$ cat config.mk
export PLATFORM = sky130hd
export DESIGN_NAME = ttr_div_level
export DESIGN_NICKNAME = d
export VERILOG_FILES = /design/src/design/ttr_pkg.sv /design/src/design/ttr_div_level.sv
export SDC_FILE = /design/constraint.sdc
export NUM_CORES = 2
export LEC_CHECK = 0
export BUFFER_PORTS_ARGS = -buffer_cell sky130_fd_sc_hd__buf_2
export CORE_ASPECT_RATIO = 0.9
export CORE_UTILIZATION = 57
export DETAILED_ROUTE_END_ITERATION = 8
export GPL_ROUTABILITY_DRIVEN = 0
export HOLD_SLACK_MARGIN = 0.1
export PLACE_DENSITY_LB_ADDON = 0.3
export SYNTH_ARGS = -nofsm -noshare
export SYNTH_HDL_FRONTEND = slang
export SYNTH_SLANG_ARGS = --single-unit
$ cat constraint.sdc
create_clock -name clock -period 4 [get_ports clock]
set_input_delay 0.6 -clock clock [delete_from_list [all_inputs] [get_ports clock]]
set_output_delay 0.6 -clock clock [all_outputs]
set_load 0.01 [all_outputs]
$ cat src/design/ttr_pkg.sv
// Shared constants and register codes for the tensor transpose index remapper.
package ttr_pkg;

   localparam int IDX_W      = 32;
   localparam int CSR_ADDR_W = 3;
   localparam int CSR_DATA_W = 16;
   localparam int EXT_W      = 16;
   localparam int NUM_EXT    = 4;
   localparam int DIMS_W     = 3;
   localparam int PERM_W     = 8;
   localparam int STRIDE_W   = 48;
   localparam int SUM_W      = 64;

   localparam logic [PERM_W-1:0] PERM_RESET = 8'd228;

   typedef enum logic [CSR_ADDR_W-1:0] {
      REG_NUM_DIMS         = 3'd0,
      REG_EXTENT_0         = 3'd1,
      REG_EXTENT_1         = 3'd2,
      REG_EXTENT_2         = 3'd3,
      REG_EXTENT_3         = 3'd4,
      REG_AXIS_PERMUTATION = 3'd5,
      REG_SOURCE_CONSTANT  = 3'd6
   } csr_reg_type;

endpackage

$ cat src/design/ttr_div_level.sv
// One pipelined restoring divider level: splits one coordinate off by a 16-bit extent.
module ttr_div_level #(
   parameter int IW = 32,
   parameter int NL = 3,
   parameter int K  = 0
) (
   input  logic                              clock,
   input  logic                              reset,
   input  logic                              adv,
   input  logic [ttr_pkg::EXT_W-1:0]         divisor,
   input  logic                              in_valid,
   input  logic                              in_run,
   input  logic [IW-1:0]                     in_x,
   input  logic [NL-1:0][ttr_pkg::EXT_W-1:0] in_rems,
   output logic                              out_valid,
   output logic                              out_run,
   output logic [IW-1:0]                     out_x,
   output logic [NL-1:0][ttr_pkg::EXT_W-1:0] out_rems
);
   import ttr_pkg::*;

   logic [IW-1:0]                     valid_ff;
   logic [IW-1:0]                     run_ff;
   logic [IW-1:0][IW-1:0]             x_ff;
   logic [IW-1:0][EXT_W-1:0]          rem_ff;
   logic [IW-1:0][NL-1:0][EXT_W-1:0]  rems_ff;
   logic [IW-1:0][IW-1:0]             x_in;
   logic [IW-1:0][EXT_W-1:0]          rem_in;

   // One quotient bit per stage; the dividend shifts out as the quotient shifts in.
   for (genvar s = 0; s < IW; s++) begin : g_step
      logic                     pvalid;
      logic                     prun;
      logic [IW-1:0]            px;
      logic [EXT_W-1:0]         prem;
      logic [NL-1:0][EXT_W-1:0] prems;
      logic [EXT_W:0]           shifted;
      logic                     ge;

      if (s == 0) begin : g_first
         assign pvalid = in_valid;
         assign prun   = in_run;
         assign px     = in_x;
         assign prem   = '0;
         assign prems  = in_rems;
      end else begin : g_next
         assign pvalid = valid_ff[s-1];
         assign prun   = run_ff[s-1];
         assign px     = x_ff[s-1];
         assign prem   = rem_ff[s-1];
         assign prems  = rems_ff[s-1];
      end

      assign shifted   = {prem, px[IW-1]};
      assign ge        = shifted >= {1'b0, divisor};
      assign rem_in[s] = ge ? EXT_W'(shifted - {1'b0, divisor}) : shifted[EXT_W-1:0];
      assign x_in[s]   = {px[IW-2:0], ge};

      always_ff @(posedge clock) begin
         if (reset) begin
            valid_ff[s] <= 1'b0;
         end else if (adv) begin
            valid_ff[s] <= pvalid;
         end
      end

      always_ff @(posedge clock) begin
         if (adv) begin
            run_ff[s]  <= prun;
            x_ff[s]    <= x_in[s];
            rem_ff[s]  <= rem_in[s];
            rems_ff[s] <= prems;
         end
      end
   end

   assign out_valid = valid_ff[IW-1];
   assign out_run   = run_ff[IW-1];
   assign out_x     = x_ff[IW-1];

   always_comb begin
      out_rems    = rems_ff[IW-1];
      out_rems[K] = rem_ff[IW-1];
   end

endmodule

# Word-level counts from Yosys, hierarchy flattened
# Cells that the tools add are included.
[word_totals]
in_bits = 101
wordCells = 289
out_inout_bits = 82
register_bits = 2624
[op_classes]
order_cmp = 32
n_addsub = 32
n_mux = 32
[ops]
columns = ["operator", "n"]
rows = [
  ["$ge 17x16->1", 31],
  ["$mux 16", 31],
  ["$sub 16x16->16", 31],
  ["$ge 1x16->1", 1],
  ["$sub 1x16->16", 1],
  ["$mux 1", 1],
]

# Longest topological paths before layout
[logic_depth]
ltp_word = 2
depth_mapped = 14
ltp_nobuf = 12

# Least setup slack after synthesis
# No wires, ideal clock.
[synth_timing]
kind = "input to register"
startpoint = "in divisor[1] (netlist name)"
endpoint = "reg rem_ff (netlist bit g_step[7].prem[10]) (data pin)"
t_arrival_ns = 4.049
setup_time_ns = 0.260
stages = 13
path_buffers = 2
path_slack_ns = -0.309
t_required_ns = 3.740
cell_sequence = "clkbuf_1 -> inv_1 -> ha_1 -> nor2b_4 -> o21a_1 -> o21a_1 -> o31a_1 -> or4_4 -> a31o_4 -> a211oi_4 -> o31ai_4 -> buf_6 -> mux2_4"
[synth_rtl]
columns = ["element", "line_no", "text"]
rows = [
  ["start: declaration", "ttr_div_level.sv:10", "input logic [ttr_pkg::EXT_W-1:0] divisor,"],
  ["end signal: indexed assignment", "ttr_div_level.sv:71", "rem_ff[s] <= rem_in[s];"],
  ["end: declaration", "ttr_div_level.sv:25", "logic [IW-1:0][EXT_W-1:0] rem_ff;"],
]

==> flow_metrics.env <==
export IMPL_grt_pass1_wl_um=289400
export IMPL_reg2reg_from="g_step[28].px[31]"
export IMPL_cp_startpoint="g_step[28].px[31]"
export IMPL_ios=183
export IMPL_power_share_sequential_pct=42.5
export IMPL_synth_most_common_cell="edfxtp_1"
export IMPL_rrSetupSlack_ns=0.55
export IMPL_drc=0
export IMPL_clk_latency_ns=0.91
export IMPL_syn_nets=7051
export IMPL_skew_ns=0.05022
export IMPL_cp_required_ns=4.65
export IMPL_ys_ff_latch=2624
export IMPL_grt_pass1_vias=54716
export IMPL_status="finished clean"
export IMPL_setup_violations=0
export IMPL_placedCellCount=9263
export IMPL_ant_nets=0
export IMPL_relSlewSlack_pct=36.33
export IMPL_report_final_slew_viol_count=0
export IMPL_cts_tree="done"
export IMPL_core_area_um2=185800
export IMPL_critPathLaunchType="register"
export IMPL_peakVddDrop_mv=0.4973
export IMPL_final_cells=9799
export IMPL_die_x_um=457.9
export IMPL_leakagePower_nw=45.58
export IMPL_timing_fmax_mhz=289.6
export IMPL_p_clk_share_pct=27.1
export IMPL_r2r_end="g_step[29].prem[12]"
export IMPL_total_power_mw=89.52
export IMPL_grt_overflow_total=0
export IMPL_wl_per_cell_um=18.77
export IMPL_hp_class="input port to register"
export IMPL_cts_max_path_buffers=4
export IMPL_synth_simple_gate_area_share_pct=5.243
export IMPL_period_share_pct=86.32
export IMPL_min_to="g_step[1].pvalid"
export IMPL_die_area_um2=188800
export IMPL_ys_top_cells_by_count="edfxtp_1 (2592), ha_1 (498), nor2_1 (395)"
export IMPL_area_growth_pct=15.11
export IMPL_worstMarginPinSlew_ns=0.9550
export IMPL_firstDrtPassIters=8
export IMPL_cts_buffers=276
export IMPL_drv_cap=0
export IMPL_die_h_um=412.3
export IMPL_synthArstFlopShare_pct=0
export IMPL_yosysUniqueCellTypes=83
export IMPL_holdPathStages=2
export IMPL_cts_setup_buffers=0
export IMPL_num_rows=150
export IMPL_synth_top_family_by_area="compound AO/OA/AOI/OAI gates"
export IMPL_clkTransAtPathRegs_ns=0.06
export IMPL_portBuffers=166
export IMPL_r2r_cells=13
export IMPL_synthMuxAreaShare_pct=4.050
export IMPL_switchingPower_mw=25.79
export IMPL_synth_edff_count=2592
export IMPL_post_synth_cell_area_avg_um2=16.61
export IMPL_grt_usage_pct=19.37
export IMPL_finalNetCount=7805
export IMPL_avgViaCountPerCell=5.615
export IMPL_drtIter0Drc=4301
export IMPL_finalSetupTns_ns=0
export IMPL_yosys_warnings=0
export IMPL_ys_seq_area_share_pct=73.59
export IMPL_path_class="register to register"
export IMPL_syn_inst=6421
export IMPL_htreeDepth=5
export IMPL_drive_gt1_share_pct=16.56
export IMPL_root_buffer="clkbuf_16"
export IMPL_fin_crit_ns=3.453
export IMPL_hold_viol=0
export IMPL_start_util_pct=57.39
export IMPL_synthTopCellsByArea="edfxtp_1 (73%), ha_1 (5.8%), mux2_2 (3.1%)"
export IMPL_synth_top_area_cell="edfxtp_1"
export IMPL_grt_setup_unrepaired="no"
export IMPL_cts_num_sinks=2624
export IMPL_place_hpwl_um=113800
export IMPL_synth_top_area_share_pct=72.99
export IMPL_synth_flop_cell="edfxtp_1"
export IMPL_worstPathMaxFanout=3
export IMPL_endpoint_kind="register"
export IMPL_wl_um=183900
export IMPL_grt_max_degree=137
export IMPL_internal_power_mw=63.73
export IMPL_synth_xor_area_share_pct=2.891
export IMPL_vias=55018
export IMPL_synth_fa_ha_area_share_pct=6.425
export IMPL_power_frac_comb_pct=30.4
export IMPL_switching_share_pct=28.81
export IMPL_worstHoldStart="reset"
export IMPL_syn_area_um2=106600
export IMPL_arrival_ns=4.10
export IMPL_powerDensity_nw_per_um2=729.3
export IMPL_synth_compound_area_share_pct=6.830
export IMPL_grt_antenna_before_repair=3
-- worst max-delay path, stage by stage, from the launching register on --
cell	delay [ns]
edfxtp_1	0.38
inv_1	0.09
ha_1	0.21
buf_4	0.14
fa_1	0.40
nor2b_1	0.13
o21ai_0	0.10
a21boi_0	0.35
o21ai_0	0.22
a211oi_1	0.39
o21ai_0	0.23
a21oi_1	0.21
xor2_1	0.09
mux2_2	0.27
-- worst max-delay path by stage --
stage	endpoint	slack, ns	cells past startpoint
final	g_step[29].prem[12]	0.55	13
after global routing	g_step[29].prem[12]	0.23	13
after CTS	g_step[23].prem[11]	0.60	10
after detailed placement	g_step[20].prem[11]	-0.07	17
after global placement	g_step[14].prem[2]	-0.005	15
after floorplan	g_step[7].prem[10]	-0.07	13
-- cell families after synthesis --
kind of cell | count (synthesis)
simple gates | 1143
mux | 391
flops | 2624
buf+inv | 263
fa+ha+maj | 529
compound gates | 1119
xor+xnor | 352
-- layout by cell type (no fill, tap or decap), drive strengths merged, types with 44 or more instances in the layout --
master / n
nor2b: 88
a21o: 135
a21boi: 46
nand2: 193
mux2i: 88
mux2: 303
ha: 498
dlygate4sd3: 66
xnor2: 243
nand4: 60
nand2b: 64
o21ai: 225
buf: 482
edfxtp: 2592
xor2: 109
nor2: 395
nand3: 77
clkbuf: 336
inv: 197
nor3: 88
clkinv: 89
o21a: 92
a21oi: 335
a211oi: 44
-- repair_timing --
action,4_1_cts,5_1_grt
hold buffers,66,0
resized for setup,0,0
hold endpoints to repair,66,0
-- area by class of cell --
type,count,area [µm²]
Inverter,191,724.4
Sequential cell,2624,78480
Fill cell,12565,63050
Tap cell,2432,3043
Clock buffer,336,7281
Timing Repair Buffer,548,4817
Clock inverter,133,1214
Multi-Input combinational cell,3534,27190
Antenna cell,1,2.502
-- state kept, by name (all words and copies together) (netlist names) --
register and count:
g_step.px 992, g_step.pvalid 31, out_run 1, out_x 32, g_step.prun 31, g_step.prems 992, g_step.prem 496, out_rems 48
out_valid 1
-- routing by layer --
layer	GRT usage [%]	part of all wire, %	vias to the layer above	wire, µm
met5	0	0	-	0
met3	3.253	5.1	415	9311
met4	7.018	3.2	0	5831
met1	26.60	45	26771	82170
met2	31.39	47	1365	86570
li1	-	-	26467	-
-- metrics by stage --
stage | util (%) | setup WS [ns] | hold WS (ns) | instance area [µm²]
2_1_floorplan | - | -0.06597 | 0.4003 | 106700
3_3_place_gp | 61.14 | -0.004864 | 0.4000 | 113600
3_5_place_dp | 61.14 | -0.07354 | 0.4045 | 113600
4_1_cts | 66.06 | 0.5998 | 0.1145 | 122700
5_1_grt | 66.06 | 0.2328 | 0.1697 | 122700
6_report | 66.06 | 0.5470 | 0.1835 | 122700
-- power groups by stage --
stage	Sequential [mW]	Combinational [mW]	Clock, mW
after global placement	38.5	25.6	0
after detailed placement	38.6	26.6	0
after floorplan	37.7	19.8	0
after CTS	38.1	26.9	24.9
after global routing	38.4	29.9	25.9
final	38.1	27.2	24.2
No activity file was read; power rests on OpenSTA's default activity.
