### config.mk
export PLATFORM = sky130hd
export DESIGN_NAME = ttr_cfg_flat
export DESIGN_NICKNAME = d
export VERILOG_FILES = /design/src/design/ttr_pkg.sv /design/src/design/ttr_if.sv /design/src/design/ttr_cfg.sv /design/src/flat_wrapper.sv
export SDC_FILE = /design/constraint.sdc
export NUM_CORES = 2
export LEC_CHECK = 0
export BUFFER_PORTS_ARGS = -buffer_cell sky130_fd_sc_hd__buf_4
export CORE_UTILIZATION = 30
export DETAILED_ROUTE_END_ITERATION = 12
export GPL_ROUTABILITY_DRIVEN = 0
export PLACE_DENSITY = 0.46
export SETUP_SLACK_MARGIN = 0.05
export SLEW_MARGIN = 0
export SYNTH_ARGS = -nofsm -noshare
export SYNTH_HDL_FRONTEND = slang
export SYNTH_SLANG_ARGS = --single-unit
### constraint.sdc
create_clock -name clock -period 8.8 [get_ports clock]
set_input_delay 0.44 -clock clock [delete_from_list [all_inputs] [get_ports clock]]
set_output_delay 0.44 -clock clock [all_outputs]
set_load 0.05 [all_outputs]
### src/design/ttr_pkg.sv
// Shared constants and register codes for the tensor transpose index remapper.
package ttr_pkg;

   localparam int IDX_W      = 32;
   localparam int CSR_ADDR_W = 3;
   localparam int CSR_DATA_W = 16;
   localparam int EXT_W      = 16;
   localparam int NUM_EXT    = 4;
   localparam int DIMS_W     = 3;
   localparam int PERM_W     = 8;
   localparam int STRIDE_W   = 48;
   localparam int SUM_W      = 64;

   localparam logic [PERM_W-1:0] PERM_RESET = 8'd228;

   typedef enum logic [CSR_ADDR_W-1:0] {
      REG_NUM_DIMS         = 3'd0,
      REG_EXTENT_0         = 3'd1,
      REG_EXTENT_1         = 3'd2,
      REG_EXTENT_2         = 3'd3,
      REG_EXTENT_3         = 3'd4,
      REG_AXIS_PERMUTATION = 3'd5,
      REG_SOURCE_CONSTANT  = 3'd6
   } csr_reg_type;

endpackage

### src/design/ttr_if.sv


interface ttr_csr_if;
   import ttr_pkg::*;
   logic                  valid;
   logic                  ready;
   logic [CSR_ADDR_W-1:0] index;
   logic [CSR_DATA_W-1:0] data;
   modport source(output valid, index, data, input ready);
   modport sink(input valid, index, data, output ready);
endinterface

### src/design/ttr_cfg.sv
// Configuration registers and the derived divisors, source strides and element count.
module ttr_cfg #(
   parameter int ND = 4,
   parameter int NL = 3
) (
   input  logic                                         clock,
   input  logic                                         reset,
   ttr_csr_if.sink                                      csr_ch,
   output logic [NL-1:0][ttr_pkg::EXT_W-1:0]            div_ff,
   output logic [NL-1:0][ttr_pkg::STRIDE_W-1:0]         lw_ff,
   output logic [ttr_pkg::STRIDE_W-1:0]                 qw_ff,
   output logic [ttr_pkg::SUM_W-1:0]                    total_ff,
   output logic                                         const_ff
);
   import ttr_pkg::*;

   logic [DIMS_W-1:0]                num_dims_ff;
   logic [NUM_EXT-1:0][EXT_W-1:0]    extent_ff;
   logic [PERM_W-1:0]                perm_ff;

   logic [DIMS_W-1:0]                n_eff;
   logic [NUM_EXT-1:0][EXT_W-1:0]    eext;
   logic [NUM_EXT-1:0][EXT_W-1:0]    sext_in;
   logic [NL-1:0][EXT_W-1:0]         div_in;

   logic [DIMS_W-1:0]                n_ff;
   logic [NUM_EXT-1:0][EXT_W-1:0]    sext_ff;
   logic [2*EXT_W-1:0]               s1_ff;
   logic [EXT_W-1:0]                 s2_ff;
   logic [EXT_W-1:0]                 e0_d2_ff;
   logic [EXT_W-1:0]                 e1_d2_ff;
   logic [STRIDE_W-1:0]              s0_ff;
   logic [2*EXT_W-1:0]               s1_d3_ff;
   logic [EXT_W-1:0]                 s2_d3_ff;
   logic [EXT_W-1:0]                 e0_d3_ff;
   logic [NUM_EXT-1:0][STRIDE_W-1:0] str_ff;
   logic [NL-1:0][STRIDE_W-1:0]      lw_in;

   assign csr_ch.ready = 1'b1;

   always_ff @(posedge clock) begin
      if (reset) begin
         num_dims_ff <= DIMS_W'(1);
         extent_ff   <= {NUM_EXT{EXT_W'(1)}};
         perm_ff     <= PERM_RESET;
         const_ff    <= 1'b0;
      end else if (csr_ch.valid) begin
         case (csr_reg_type'(csr_ch.index))
            REG_NUM_DIMS:         num_dims_ff  <= csr_ch.data[DIMS_W-1:0];
            REG_EXTENT_0:         extent_ff[0] <= csr_ch.data;
            REG_EXTENT_1:         extent_ff[1] <= csr_ch.data;
            REG_EXTENT_2:         extent_ff[2] <= csr_ch.data;
            REG_EXTENT_3:         extent_ff[3] <= csr_ch.data;
            REG_AXIS_PERMUTATION: perm_ff      <= csr_ch.data[PERM_W-1:0];
            REG_SOURCE_CONSTANT:  const_ff     <= csr_ch.data[0];
            default: ;
         endcase
      end
   end

   // Source extents follow the permutation; a later destination axis wins a collision.
   always_comb begin
      logic [DIMS_W-1:0] j;
      n_eff = num_dims_ff;
      if (n_eff == '0) begin
         n_eff = DIMS_W'(1);
      end else if (n_eff > DIMS_W'(ND)) begin
         n_eff = DIMS_W'(ND);
      end
      for (int d = 0; d < NUM_EXT; d++) begin
         eext[d]    = (extent_ff[d] == '0) ? EXT_W'(1) : extent_ff[d];
         sext_in[d] = EXT_W'(1);
      end
      for (int d = 0; d < NUM_EXT; d++) begin
         if (DIMS_W'(d) < n_eff && DIMS_W'(perm_ff[2*d +: 2]) < n_eff) begin
            sext_in[perm_ff[2*d +: 2]] = eext[d];
         end
      end
      // Level k of the divider peels off destination axis n-1-k, innermost first.
      for (int k = 0; k < NL; k++) begin
         j = n_eff - DIMS_W'(1) - DIMS_W'(k);
         if ((DIMS_W'(k) + DIMS_W'(1)) < n_eff) begin
            div_in[k] = eext[j[1:0]];
         end else begin
            div_in[k] = EXT_W'(1);
         end
      end
   end

   always_comb begin
      logic [DIMS_W-1:0] j;
      logic [PERM_W-1:0] sh;
      for (int k = 0; k < NL; k++) begin
         j  = n_ff - DIMS_W'(1) - DIMS_W'(k);
         sh = perm_ff >> {j[1:0], 1'b0};
         if ((DIMS_W'(k) + DIMS_W'(1)) < n_ff) begin
            lw_in[k] = str_ff[sh[1:0]];
         end else begin
            lw_in[k] = '0;
         end
      end
   end

   always_ff @(posedge clock) begin
      n_ff     <= n_eff;
      sext_ff  <= sext_in;
      div_ff   <= div_in;
      s1_ff    <= sext_ff[2] * sext_ff[3];
      s2_ff    <= sext_ff[3];
      e0_d2_ff <= sext_ff[0];
      e1_d2_ff <= sext_ff[1];
      s0_ff    <= s1_ff * e1_d2_ff;
      s1_d3_ff <= s1_ff;
      s2_d3_ff <= s2_ff;
      e0_d3_ff <= e0_d2_ff;
      total_ff <= s0_ff * e0_d3_ff;
      str_ff[0] <= s0_ff;
      str_ff[1] <= STRIDE_W'(s1_d3_ff);
      str_ff[2] <= STRIDE_W'(s2_d3_ff);
      str_ff[3] <= STRIDE_W'(1);
      qw_ff    <= str_ff[perm_ff[1:0]];
      lw_ff    <= lw_in;
   end

endmodule

### src/flat_wrapper.sv
// flat-port wrapper written by rule: the top's interface ports become plain ports
module ttr_cfg_flat import ttr_pkg::*;
#(
   parameter int ND = 4,
   parameter int NL = 3
)
  (clock, reset, div_ff, lw_ff, qw_ff, total_ff, const_ff, csr_ch_valid, csr_ch_index, csr_ch_data, csr_ch_ready);
  ttr_csr_if csr_ch_i ();
  input  logic clock;
  input  logic reset;
  output logic [NL-1:0][ttr_pkg::EXT_W-1:0] div_ff;
  output logic [NL-1:0][ttr_pkg::STRIDE_W-1:0] lw_ff;
  output logic [ttr_pkg::STRIDE_W-1:0] qw_ff;
  output logic [ttr_pkg::SUM_W-1:0] total_ff;
  output logic const_ff;
  input wire logic [$bits(csr_ch_i.valid)-1:0] csr_ch_valid;
  input wire logic [$bits(csr_ch_i.index)-1:0] csr_ch_index;
  input wire logic [$bits(csr_ch_i.data)-1:0] csr_ch_data;
  output wire logic [$bits(csr_ch_i.ready)-1:0] csr_ch_ready;
  assign csr_ch_i.valid = csr_ch_valid;
  assign csr_ch_i.index = csr_ch_index;
  assign csr_ch_i.data = csr_ch_data;
  assign csr_ch_ready = csr_ch_i.ready;
  ttr_cfg #(.ND(ND), .NL(NL)) u_core (.clock(clock), .reset(reset), .csr_ch(csr_ch_i), .div_ff(div_ff), .lw_ff(lw_ff), .qw_ff(qw_ff), .total_ff(total_ff), .const_ff(const_ff));
endmodule
# == Yosys cells after proc, flatten, opt, wreduce, memory -nomap -nowiden ==
# Index checks and enable logic that the tools add are counted.
# totals
ff_bits,735
latchBits,0
mem_bits_rw,0
rom_bits,0
input_bits,22
out_inout_bits,306
elab_cells,134
n_memories,0
# classes
addsub,6
n_mul,3
n_div,0
n_lt_le_gt_ge,26
n_eq_ne,6
shifts,3
muxes,35
bitwise,3
reduce_logical,21
# op_table
cell,count
48-bit binary-select mux with 2-bit select,4
64-bit 2-to-1 mux,4
64-bit bitwise mux,3
48-bit 2-to-1 mux,4
16-bit 2-to-1 mux,11
16-bit demux with 2-bit select,4
16-bit binary-select mux with 2-bit select,3
16-bit zero test,4
48-bit by 16-bit multiplier with 64-bit output,1
60-bit AND,1
32-bit by 16-bit multiplier with 48-bit output,1
16-bit by 16-bit multiplier with 32-bit output,1
2-bit by 3-bit less-than comparator with 1-bit output (second input constant),10
8-bit by 3-bit right shift with 2-bit output,3
2-bit AND reduction,7
2-bit by 3-bit less-than comparator with 1-bit output,4
2-bit by 3-bit less-than comparator with 1-bit output (first input constant),4
3-bit equality test (second input constant),3
1-bit by 3-bit less-than comparator with 1-bit output (first input constant),3
2-bit by 1-bit >= comparator with 1-bit output (second input constant),4
1-bit logical AND,8
2-bit by 1-bit subtractor with 2-bit output (second input constant),4
3-bit by 2-bit equality test with 1-bit output (second input constant),2
3-bit zero test,2
other kinds (6),8

# == Depth between registers and ports, before layout ==
# depth
word_depth,13
depth_mapped,26
ltp_nobuf,24

# == Least setup slack after synthesis ==
# Ideal clock, no wire load.
# synth_timing
kind,reg2reg
startpoint,register u_core.e0_d3_ff[1]
endpoint,register u_core.total_ff[60] (netlist name)
setup_ns,0.124
arrival_time_ns,6.413
required_time_ns,8.676
slack_ns,2.262
path_stages_with_launch,27
path_buffers,3
period_less_slack_ns,6.538
cell_sequence,dfxtp_1 clkbuf_1 clkbuf_1 nand2_1 fa_1 inv_1 fa_1 inv_1 fa_1 inv_1 fa_1 fa_1 inv_1 fa_1 inv_1 ha_1 clkbuf_1 and3_1 nand4_1 nor3_1 a21o_1 a211oi_2 a31oi_1 a221o_1 a211o_1 a21oi_2 xnor2_1
# synth_via
elab_chain_len,1
# synth_rtl
element,line,source
from (decl),ttr_cfg.sv:35,logic [EXT_W-1:0] e0_d3_ff;
from (signal assigned),ttr_cfg.sv:115,e0_d3_ff <= e0_d2_ff;
48-bit by 16-bit multiplier with 64-bit output,ttr_cfg.sv:116,total_ff <= s0_ff * e0_d3_ff;
to (signal assigned),ttr_cfg.sv:116,
to (decl),ttr_cfg.sv:12,"output logic [ttr_pkg::SUM_W-1:0] total_ff,"
# Every way passes these cells.
# A chain may end at the register's enable or synchronous reset.

# == Worst setup path after layout ==
# layout_timing
startpoint,register u_core.s0_ff[41]
endpoint,register u_core.total_ff[59] (netlist name)
# layout_via
elab_chain_len,1
# layout_rtl
element,line,source
from (decl),ttr_cfg.sv:32,logic [STRIDE_W-1:0] s0_ff;
from (signal assigned),ttr_cfg.sv:112,s0_ff <= s1_ff * e1_d2_ff;
48-bit by 16-bit multiplier with 64-bit output,ttr_cfg.sv:116,
# Every way passes these cells.

==> results.txt <==
----------------------------------------------------
[Timing]
  Minimum clock period ... 7.98 ns
  Final Skew ... 0.0358 ns
  Worst relative slew slack ... 1.39%
  Portion of the clock cycle consumed by the worst path in the final layout ... 90.7%
  Final hold slack ... 0.111 ns
  Worst-margin pin slew ... 1.48 ns
  Number of hold-slack violations in the final timing report ... 0
  Setup violation total in the final timing report ... 0
  Setup repair after global routing missed its margin ... no
  Number of max-slew violations in the final report ... 0
  Sum of negative setup slack ... 0 ns
  Fmax ... 0.125 GHz

[Critical path]
  Critical path start-end classification ... reg2reg
  Maximum fanout along the worst path ... 17
  Total number of cells along the worst setup path ... 21
  Kind of end point of the critical path ... flip-flop
  Critical path arrival ... 8.59 ns
  Critical path endpoint ... u_core.total_ff[59]$_DFF_P_
  Chain of cells forming the critical path ... nand2_1 -> fa_1 -> inv_1 -> fa_1 -> fa_1 -> fa_1 -> inv_1 -> fa_1 -> fa_1 -> inv_1 -> ha_1 -> and2_1 -> nand4_1 -> a21oi_1 -> o21ai_0 -> a311oi_1 -> buf_4 -> o211ai_1 -> a211oi_2 -> mux2i_1 -> nand2_1
  WP data required ... 9.41 ns
  Critical Path Slowest Stage Cell ... sky130_fd_sc_hd__dfxtp_1
  Launch instance of the worst register-to-register path ... u_core.s0_ff[41]$_DFF_P_
  Critical Path Source ... u_core.s0_ff[41]$_DFF_P_
  Crit path launch type ... flip-flop
  Reg-to-reg endpoint ... u_core.total_ff[59]$_DFF_P_
  Most used cell, CP ... sky130_fd_sc_hd__fa_1
  Gate family responsible for the most delay along the worst path ... adder cells
  CP peak stage delay ... 1.30 ns
  Number of buffers and inverters on the critical path ... 4
  Reg-to-reg setup timing slack ... 0.82 ns
  Number of cells traversed by the worst register-to-register path ... 21

[Detailed routing]
  DR vias ... 52517
  Remaining number of nets flagged by the antenna check after routing ... 0
  Wire length after detailed routing ... 234 mm
  DRC violation count after routing ... 0
  Pre-Repair DR Iteration Count ... 6
  Detailed router's first-iteration violation count ... 3025
  Vias/cell ... 4.78
  Routed wirelength normalized by instance count ... 21.2 um

[Global routing]
  Vias in the first global route ... 55390
  First-pass GRT wire length ... 353 mm
  Initial antenna violation count ... 22
  Total grt overflow ... 0
  GRT Resource Usage Total ... 19.9%
  Largest net degree at the start of global routing ... 77

[Placement]
  Placed Instance Area ... 0.0758 mm2
  Half-perimeter wire length of the detailed placement result ... 184 mm
  Port-buffer cells ... 326

[Yosys]
  EDFF count, synth ... 0
  Net count after synthesis ... 9363
  Ys async rst share ... 0%
  Sequential fraction of the synthesis area ... 21.1%
  Synth Register Bits ... 735
  Count of unique library cells instantiated by Yosys ... 80
  Post-synthesis cell count ... 7724
  Top area cells in the synthesized netlist ... sky130_fd_sc_hd__fa_1, sky130_fd_sc_hd__dfxtp_1, sky130_fd_sc_hd__nand2_1
  Leading area contributor after synthesis ... sky130_fd_sc_hd__fa_1
  Syn Area/Cell ... 9.04 um2
  Mapped Area ... 0.0698 mm2
  Most frequently used flop master after synthesis ... sky130_fd_sc_hd__dfxtp_1
  Yosys warning total ... 0
  Area share of the leading cell type in the synthesized netlist ... 36.0%

[Die]
  I/O pin cnt ... 328
  Initial cell density of the core ... 30.3%
  Die outline width ... 484 um
  Row count ... 176
  Placeable core region ... 0.231 mm2
  Die extent in y ... 484 um
  Die outline area ... 0.235 mm2

[Hold path]
  Worst hold-check path type ... in2reg

[Finish]
  Proportion of layout cells with a drive suffix above 1 ... 8.76%
  Final design instance area without fill ... 0.0791 mm2
  Filler Cells Inserted ... 23788
  Flip-flop and latch area ... 0.0147 mm2
  Area overhead of the layout relative to synthesis ... 13.3%
  Total area of multi-input combinational cells ... 0.0482 mm2
  Final design utilization ... 34.3%
  Net count, final ... 9539

[Clock network]
  H-tree levels ... 3
  Post-CTS setup repair buffer count ... 0
  Clock insertion delay at the later pin of the skew report ... 0.75 ns
  CTS Root Cell ... sky130_fd_sc_hd__clkbuf_16
  Num CTS Buffers ... 90
  Clock tree from TritonCTS ... built
  Number of buffers between clock root and the deepest sink ... 3
  Clock slew at reported path FFs ... 0.06 ns
  Sink Count ... 735

[Power and ir drop]
  Worst IR drop on VDD ... 129 uV
  Total power draw ... 7.57 mW
  Leakage power summed over all cells ... 37.2 nW
  P per Cell Area ... 95.7 mW/mm2

[Job]
  Count of maximum capacitance violations ... 0

[Run status]
  Result of the run ... finished, final reports clean

----------------------------------------------------
cell usage in the layout, fill, tap and decap left out, types with 32 or more instances in the layout:
master,count
sky130_fd_sc_hd__nor2_1,220
sky130_fd_sc_hd__fa_1,1254
sky130_fd_sc_hd__xnor2_1,97
sky130_fd_sc_hd__o21ai_0,150
sky130_fd_sc_hd__a21oi_1,337
sky130_fd_sc_hd__ha_1,363
sky130_fd_sc_hd__dfxtp_1,715
sky130_fd_sc_hd__nand2_1,1449
sky130_fd_sc_hd__inv_1,1446
sky130_fd_sc_hd__a21o_1,76
sky130_fd_sc_hd__a22oi_1,65
sky130_fd_sc_hd__clkbuf_16,92
sky130_fd_sc_hd__and2_1,591
sky130_fd_sc_hd__xor2_1,32
sky130_fd_sc_hd__buf_4,476
sky130_fd_sc_hd__mux2i_1,98
worst min-delay path by stage:
| stage | start | to | slack [ns] | cells past startpoint |
|---|---|---|---|---|
| 6_report | csr_ch_index[2] | u_core.const_ff$_SDFFE_PP0P_ | 0.11 | 4 |
| 5_1_grt | csr_ch_index[2] | u_core.const_ff$_SDFFE_PP0P_ | 0.07 | 4 |
| 4_1_cts | csr_ch_index[2] | u_core.const_ff$_SDFFE_PP0P_ | 0.05 | 4 |
| 3_5_place_dp | u_core.e0_d2_ff[12]$_DFF_P_ | u_core.e0_d3_ff[12]$_DFF_P_ | 0.31 | 0 |
| 3_3_place_gp | u_core.s1_d3_ff[0]$_DFF_P_ | u_core.str_ff[48]$_DFF_P_ | 0.31 | 0 |
| 2_1_floorplan | u_core.sext_ff[0]$_DFF_P_ | u_core.e0_d2_ff[0]$_DFF_P_ | 0.31 | 0 |
worst register-to-register path, cell delays in order (launching register included):
cell and delay (ns):
sky130_fd_sc_hd__dfxtp_1 1.30, sky130_fd_sc_hd__nand2_1 0.24, sky130_fd_sc_hd__fa_1 0.60, sky130_fd_sc_hd__inv_1 0.05
sky130_fd_sc_hd__fa_1 0.48, sky130_fd_sc_hd__fa_1 0.53, sky130_fd_sc_hd__fa_1 0.52, sky130_fd_sc_hd__inv_1 0.06
sky130_fd_sc_hd__fa_1 0.47, sky130_fd_sc_hd__fa_1 0.50, sky130_fd_sc_hd__inv_1 0.04, sky130_fd_sc_hd__ha_1 0.38
sky130_fd_sc_hd__and2_1 0.36, sky130_fd_sc_hd__nand4_1 0.22, sky130_fd_sc_hd__a21oi_1 0.36, sky130_fd_sc_hd__o21ai_0 0.13
sky130_fd_sc_hd__a311oi_1 0.50, sky130_fd_sc_hd__buf_4 0.27, sky130_fd_sc_hd__o211ai_1 0.19, sky130_fd_sc_hd__a211oi_2 0.33
sky130_fd_sc_hd__mux2i_1 0.26, sky130_fd_sc_hd__nand2_1 0.07
metal layers:
metal  GRT usage (%)  part of all wire (%)  vias up
met5               0                 0.019        -
li1                -                     -    23549
met3            2.72                   5.7      302
met2            32.3                    46     1633
met1            27.5                    45    27027
met4            5.65                   2.7        6
power breakdown:
group	internal [mW]	switching (mW)	leakage, nW
clock network	2.32	1.61	1.50
logic	0.0652	0.171	29.7
registers	3.35	0.0524	5.93
total	5.74	1.83	37.2
layout make-up:
type | count | share of cell area, %
clock buffer | 118 | 3.17
antenna | 2 | 0.00633
inverter | 1447 | 6.87
sequential | 735 | 18.6
tap | 3026 | 4.79
clock inverter | 43 | 0.772
multi-input combinational | 5131 | 60.9
timing repair buffer | 495 | 4.80
synth_stat cells, types with 15 or more instances:
library cell and n:
sky130_fd_sc_hd__nand3_1 28, sky130_fd_sc_hd__and2_1 591, sky130_fd_sc_hd__o21a_1 25, sky130_fd_sc_hd__and3_1 16, sky130_fd_sc_hd__o21ai_0 152, sky130_fd_sc_hd__o21bai_1 17
sky130_fd_sc_hd__nand2b_1 15, sky130_fd_sc_hd__a21o_1 76, sky130_fd_sc_hd__xnor2_1 97, sky130_fd_sc_hd__inv_1 1446, sky130_fd_sc_hd__mux2i_1 98, sky130_fd_sc_hd__ha_1 363
sky130_fd_sc_hd__nor3_1 31, sky130_fd_sc_hd__clkbuf_1 396, sky130_fd_sc_hd__a211oi_1 17, sky130_fd_sc_hd__a22oi_1 65, sky130_fd_sc_hd__o21ai_1 30, sky130_fd_sc_hd__a21oi_1 338
sky130_fd_sc_hd__dfxtp_1 735, sky130_fd_sc_hd__nor2b_1 29, sky130_fd_sc_hd__nor2_1 221, sky130_fd_sc_hd__nand4_1 17, sky130_fd_sc_hd__a22o_1 16, sky130_fd_sc_hd__fa_1 1254
sky130_fd_sc_hd__xor2_1 32, sky130_fd_sc_hd__nand2_1 1449
state kept, by name (all words and copies together), names as in the netlist, 16 cells and up:
| register | cells |
|---|---|
| u_core.lw_ff | 144 |
| u_core.str_ff | 96 |
| u_core.extent_ff | 64 |
| u_core.sext_ff | 64 |
| u_core.total_ff | 64 |
| u_core.div_ff | 48 |
| u_core.qw_ff | 48 |
| u_core.s0_ff | 48 |
| u_core.s1_d3_ff | 32 |
| u_core.s1_ff | 32 |
| u_core.e0_d2_ff | 16 |
| u_core.e0_d3_ff | 16 |
| u_core.e1_d2_ff | 16 |
| u_core.s2_d3_ff | 16 |
| u_core.s2_ff | 16 |
what timing repair did:
action,CTS,global route
hold endpoints to repair,71,0
hold buffers,16,0
gates resized for setup,0,0
metrics by stage:
step / std cells / setup WS [ns]
2_1_floorplan: 7724 / 2.26
3_3_place_gp: 10818 / 0.916
3_5_place_dp: 10818 / 0.837
4_1_cts: 10995 / 0.806
5_1_grt: 10996 / 0.595
6_report: 10997 / 0.823
cells by family (layout without fill, tap and decap cells):
kind of cell             count (synthesis)  after routing  share of synthesized area [%]
AO/OA/AOI/OAI                          835            835                           7.38
XOR/XNOR                               129            129                           1.62
adder cells (fa/ha/maj)               1617           1617                           42.5
buffers and inverters                 1858           2103                           10.0
flip-flops                             735            735                           21.1
multiplexers                           103            103                           1.52
other                                    1              3                        0.00537
AND/OR/NAND/NOR                       2446           2446                           15.9
Power figures use the tool's default switching activity.
